File: config.mk
export PLATFORM = sky130hd
export DESIGN_NAME = roman_numeral_encoder_core
export DESIGN_NICKNAME = d
export VERILOG_FILES = /design/src/rne_pkg.sv /design/src/rne_step_unit.sv /design/src/roman_numeral_encoder_core.sv
export SDC_FILE = /design/constraint.sdc
export NUM_CORES = 1
export LEC_CHECK = 0
export ABC_AREA = 1
export BUFFER_PORTS_ARGS = -buffer_cell sky130_fd_sc_hd__buf_2
export CORE_ASPECT_RATIO = 0.8
export CORE_UTILIZATION = 35
export CTS_BUF_LIST = sky130_fd_sc_hd__clkbuf_2 sky130_fd_sc_hd__clkbuf_4 sky130_fd_sc_hd__clkbuf_8
export CTS_CLUSTER_SIZE = 24
export DETAILED_ROUTE_END_ITERATION = 6
export PLACE_DENSITY = 0.56
export SETUP_SLACK_MARGIN = 0.1
export SYNTH_ARGS = -nofsm -noshare
export SYNTH_HDL_FRONTEND = slang
export SYNTH_SLANG_ARGS = --single-unit
export TNS_END_PERCENT = 100
File: constraint.sdc
create_clock -name clk -period 5.3 [get_ports clk]
set_clock_uncertainty 0.05 [all_clocks]
set_input_delay 1.06 -clock clk [delete_from_list [all_inputs] [get_ports clk]]
set_output_delay 1.06 -clock clk [all_outputs]
set_load 0.03 [all_outputs]
File: src/rne_pkg.sv
package rne_pkg;

	localparam int VALUE_W  = 13;
	localparam int SYM_W    = 7;
	localparam int STEP_W   = 4;
	localparam int MAX_VALID = 4999;

	typedef logic [VALUE_W-1:0] val_t;
	typedef logic [SYM_W-1:0]   sym_t;
	typedef logic [STEP_W-1:0]  step_t;

	// ASCII codes of the numeral characters
	localparam sym_t ASC_NONE = 7'h00;
	localparam sym_t ASC_I    = 7'h49;
	localparam sym_t ASC_V    = 7'h56;
	localparam sym_t ASC_X    = 7'h58;
	localparam sym_t ASC_L    = 7'h4C;
	localparam sym_t ASC_C    = 7'h43;
	localparam sym_t ASC_D    = 7'h44;
	localparam sym_t ASC_M    = 7'h4D;

	// One entry of the descending value table
	typedef struct packed {
		val_t weight;
		sym_t first;
		sym_t second;
		logic pair;
	} step_entry_t;

	// Result of one pass through the compare-subtract unit
	typedef struct packed {
		logic ge;
		val_t diff;
		logic zero;
		sym_t first;
		sym_t second;
		logic pair;
	} step_res_t;

	// Greedy table: 1000 900 500 400 100 90 50 40 10 9 5 4 1
	function automatic step_entry_t step_entry(input step_t idx);
		step_entry_t e;
		e.second = ASC_NONE;
		e.pair   = 1'b0;
		unique case (idx)
			4'd0: begin e.weight = 13'd1000; e.first = ASC_M; end
			4'd1: begin e.weight = 13'd900; e.first = ASC_C; e.second = ASC_M; e.pair = 1'b1; end
			4'd2: begin e.weight = 13'd500; e.first = ASC_D; end
			4'd3: begin e.weight = 13'd400; e.first = ASC_C; e.second = ASC_D; e.pair = 1'b1; end
			4'd4: begin e.weight = 13'd100; e.first = ASC_C; end
			4'd5: begin e.weight = 13'd90; e.first = ASC_X; e.second = ASC_C; e.pair = 1'b1; end
			4'd6: begin e.weight = 13'd50; e.first = ASC_L; end
			4'd7: begin e.weight = 13'd40; e.first = ASC_X; e.second = ASC_L; e.pair = 1'b1; end
			4'd8: begin e.weight = 13'd10; e.first = ASC_X; end
			4'd9: begin e.weight = 13'd9; e.first = ASC_I; e.second = ASC_X; e.pair = 1'b1; end
			4'd10: begin e.weight = 13'd5; e.first = ASC_V; end
			4'd11: begin e.weight = 13'd4; e.first = ASC_I; e.second = ASC_V; e.pair = 1'b1; end
			default: begin e.weight = 13'd1; e.first = ASC_I; end
		endcase
		return e;
	endfunction

endpackage

File: src/rne_step_unit.sv
module rne_step_unit
	import rne_pkg::*;
(
	input  val_t      rem,
	input  step_t     idx,
	output step_res_t res
);

	step_entry_t        ent;
	logic [VALUE_W:0]   sub;

	// table lookup, then one compare-subtract against the current weight
	always_comb begin
		ent       = step_entry(idx);
		sub       = {1'b0, rem} - {1'b0, ent.weight};
		res.ge    = ~sub[VALUE_W];
		res.diff  = sub[VALUE_W-1:0];
		res.zero  = (sub[VALUE_W-1:0] == '0);
		res.first = ent.first;
		res.second = ent.second;
		res.pair  = ent.pair;
	end

endmodule

File: src/roman_numeral_encoder_core.sv
// After an item is accepted and registered, the scan gives one character per cycle while
// the table entry matches; each entry the scan skips holds the output back. A number
// is encoded by the one compare-subtract unit that walks the 13-entry table.
// Out-of-range values give their single flagged result in the cycle after accept, busy stays low.
// The receiver cannot stall; each result is shown for exactly one cycle.
// Reset (arst_n low, asynchronous) returns the sequencer to idle and drops strobe.
module roman_numeral_encoder_core
	import rne_pkg::*;
(
	input  logic       clk,
	input  logic       arst_n,
	input  logic       start,
	output logic       busy,
	input  val_t       value,
	output logic       strobe,
	output sym_t       symbol,
	output logic       last,
	output logic       invalid
);

	localparam logic [1:0] ST_IDLE = 2'd0;
	localparam logic [1:0] ST_RUN  = 2'd1;
	localparam logic [1:0] ST_PAIR = 2'd2;

	logic [1:0] state_q;
	val_t       rem_q;
	step_t      idx_q;
	sym_t       sec_q;
	logic       strobe_q;
	sym_t       symbol_q;
	logic       last_q;
	logic       invalid_q;
	step_res_t  res;
	logic       accept;
	logic       in_range;

	rne_step_unit u_step (
		.rem (rem_q),
		.idx (idx_q),
		.res (res)
	);

	assign busy     = (state_q != ST_IDLE);
	assign accept   = start & ~busy;
	assign in_range = (value != '0) && (value <= val_t'(MAX_VALID));

	// sequencer and output register
	always_ff @(posedge clk or negedge arst_n) begin
		if (!arst_n) begin
			state_q  <= ST_IDLE;
			strobe_q <= 1'b0;
			idx_q    <= '0;
		end else begin
			strobe_q <= 1'b0;
			unique case (state_q)
				ST_IDLE: begin
					if (accept) begin
						rem_q <= value;
						idx_q <= '0;
						if (in_range) begin
							state_q <= ST_RUN;
						end else begin
							strobe_q  <= 1'b1;
							symbol_q  <= ASC_NONE;
							last_q    <= 1'b1;
							invalid_q <= 1'b1;
						end
					end
				end
				ST_RUN: begin
					if (res.ge) begin
						rem_q     <= res.diff;
						strobe_q  <= 1'b1;
						symbol_q  <= res.first;
						last_q    <= ~res.pair & res.zero;
						invalid_q <= 1'b0;
						sec_q     <= res.second;
						if (res.pair) begin
							state_q <= ST_PAIR;
						end else if (res.zero) begin
							state_q <= ST_IDLE;
						end
					end else begin
						idx_q <= idx_q + 1'b1;
					end
				end
				ST_PAIR: begin
					// second character of a subtractive form
					strobe_q  <= 1'b1;
					symbol_q  <= sec_q;
					last_q    <= (rem_q == '0);
					invalid_q <= 1'b0;
					idx_q     <= idx_q + 1'b1;
					state_q   <= (rem_q == '0) ? ST_IDLE : ST_RUN;
				end
				default: begin
					state_q <= ST_IDLE;
				end
			endcase
		end
	end

	assign strobe  = strobe_q;
	assign symbol  = symbol_q;
	assign last    = last_q;
	assign invalid = invalid_q;

	// a scan in progress always has something left to encode
	a_run_nonzero: assert property (@(posedge clk) disable iff (!arst_n)
		state_q == ST_RUN |-> rem_q != '0)
		else $error("scan running with nothing left");

	// the closing character of a numeral leaves the sequencer idle
	a_last_idle: assert property (@(posedge clk) disable iff (!arst_n)
		strobe_q && last_q && !invalid_q |-> state_q == ST_IDLE)
		else $error("last character while still busy");

	// an invalid result is always alone and blank
	a_invalid_last: assert property (@(posedge clk) disable iff (!arst_n)
		strobe_q && invalid_q |-> last_q && symbol_q == ASC_NONE)
		else $error("invalid result not single");

	// a valid character is never blank
	a_valid_sym: assert property (@(posedge clk) disable iff (!arst_n)
		strobe_q && !invalid_q |-> symbol_q != ASC_NONE)
		else $error("blank character on valid item");

endmodule

==> metrics.txt <==
CP max FO=8; grt peak-use layer=met2; relative slew slack=between 30 and 40%; Clk Latency, worst-skew pair=about 0.29 ns; core area=0.00706 mm²; I/O Buffers=25; Reg clk slew, reported paths=0.06 ns; CTS tree=built; Resize count post-CTS=0; hold buffers post-CTS=0; initial antenna violation count=0; Rows=27; Sum Neg Setup Slack=0 ns; Layout area overhead=12.6%; vias in the first global route=2247; Max Cap Viol=0; first-pass GRT wire length=between 10 and 15 mm; Worst EP arrival=3.74 ns; Antenna Nets Post-Route=0; Post-synth top flop=edfxtp_1; total gr overflow=0; synthesis warning total=0; Post-DP HPWL=5.53 mm; DR iter-0 viols=215; post-synthesis sequential area ratio=37.5%; IO Pins=27; Slew @ Worst Pin=0.990 ns; CTS H-tree lvls=2; top-area cell type share of the netlist area=30.8%; met1 Track Usage GR=a little over a quarter; cts bufs inserted=5; Layout Utilization=41.9%; Netlist Area Pre-Place=0.00263 mm²; FFs w/ async S/R, synth=20.6%; synth unique cells=33; CP required=between 5 and 6 ns; Setup crit start kind=flop; most common cell after layout, fill and taps aside=nand2_1; GR Util met3=approximately 3.7%; CTS Sinks=34; final-report hold violation count=0; Slew Limit Fails=0; drt via density=just over 5; maximum clock rate=0.258 GHz; share of cells above drive strength 1=11.2%; largest net degree at the start of global routing=21; largest cells by area after synthesis=edfxtp_1 (31%), nand2_1 (16%), ha_1 (8.6%); Synth Net Count=409; GRT Overall Usage=18.6%; drt total wl=6.95 mm; status=finished clean; Post-Syn Instances=374; Initial Utilization=37.2%; Avg WL per Cell=14.2 µm; Setup crit end kind=flop; Root Buffer=clkbuf_8; Synth area leader=edfxtp_1; M2 GR Usage=27.8%; endpoints failing setup=0; DRT Pass-1 Iters=4; Setup crit start=idx_q[1]; critical path type=flop to flop; n_diodes=0; number of flops mapped to enable cells by yosys=27; clk buf depth=2; HP Start=state_q[0]; commonest non-fill, non-tap cells in the layout=nand2_1 (115), inv_1 (52), nor2_1 (42); Critical R2R Launch=idx_q[1]; Die ar.=0.00787 mm²; FILL cells=about 740; #FFs+latches synth=34; Final Cycle Share=between 70% and 80%; via count=2493; fin crit period=roughly 3.9 ns; Die X=98.9 µm; Final Net Count=437; RSZ-0062 raised after global routing=false; gp weighted congestion=0.892; DRC violations left=0; Mean Syn Cell Area=about 7 µm²; min-delay worst type=flop to flop; # Post-CTS Setup Buffers=0; Die Y=79.5 µm
[per-layer routing]
layer | share of wire (%) | wire length [µm] | vias to the layer above
li1 | - | - | 1271
met1 | 52 | 3630 | 1125
met2 | 41 | 2830 | 90
met3 | 6.0 | 419 | 7
met4 | 1.1 | 74 | 0
met5 | 0 | 0 | -
[final cells by class]
cell class	instances	area [µm²]	area share, %
tap	87	109	3.68
inverter	57	214	7.22
multi-input combinational	278	1410	47.5
clock buffer	7	83.8	2.83
sequential	34	986	33.3
clock inverter	1	30.0	1.01
timing repair buffer	26	133	4.48
[critical path, stage by stage (launching register included)]
cell      delay [ns]
dfrtp_1         0.41
inv_1           0.11
ha_1            0.21
inv_1           0.11
nor2_1          0.32
inv_1           0.14
nand2_1         0.11
a211oi_1        0.07
ha_1            0.38
nand2_1         0.11
inv_1           0.09
nand2_1         0.05
nand2_1         0.06
nand2_1         0.07
nand3_1         0.11
a21oi_1         0.12
nand2_1         0.09
nand3_1         0.11
a21oi_1         0.78
[cells by family (layout without fill, tap and decap cells)]
family,after synthesis,after routing,share of synthesized area (%)
AO/OA/AOI/OAI,46,46,9.66
flip-flops,34,34,37.5
AND/OR/NAND/NOR,210,210,33.7
XOR/XNOR,2,2,0.666
buffers and inverters,62,91,9.04
other,1,1,0.143
adder cells (fa/ha/maj),19,19,9.32
[state kept, by name, indices dropped and copies added (netlist names)]
name	flops
strobe	1
invalid	1
rem_q	13
state_q	2
last	1
idx_q	4
symbol	6
sec_q	6
[worst paths after layout]
| path | slack (ns) | cells past startpoint | end |
|---|---|---|---|
| setup / recovery | 1.43 | 18 | last |
| hold / removal | 0.51 | 2 | state_q[0] |
| setup reg to reg | 1.43 | 18 | last |
| hold reg to reg | 0.51 | 2 | state_q[0] |
| max in group asynchronous | 4.47 | 1 | strobe |
| min in group asynchronous | 0.56 | 1 | idx_q[2] |
[synth_stat cells (2+ instances only)]
| master | count |
|---|---|
| nand4_1 | 4 |
| nor4_1 | 2 |
| a31oi_1 | 4 |
| nand3b_1 | 4 |
| a21oi_1 | 16 |
| inv_1 | 52 |
| ha_1 | 18 |
| dfrtp_1 | 7 |
| clkbuf_1 | 3 |
| nand3_1 | 28 |
| xor2_1 | 2 |
| nor3_1 | 7 |
| o21ai_0 | 16 |
| o21ai_1 | 4 |
| clkinv_1 | 3 |
| nand2_1 | 115 |
| edfxtp_1 | 27 |
| nand2_2 | 5 |
| inv_2 | 2 |
| nor2_1 | 42 |
[through the flow]
| step | worst slack (ns) | hold slack (ns) | instances | area [µm²] |
|---|---|---|---|---|
| after global routing | 1.08 | 0.529 | 490 | 2960 |
| after global placement | 1.44 | 0.492 | 482 | 2850 |
| after CTS | 1.47 | 0.509 | 490 | 2960 |
| after detailed placement | 1.50 | 0.491 | 482 | 2850 |
| after floorplan | 2.03 | 0.439 | 374 | 2630 |
| final | 1.43 | 0.507 | 490 | 2960 |
Power is left out: the tool's default activity adds up to more than one toggle a clock period on the data nets, which glitch-free logic cannot reach.
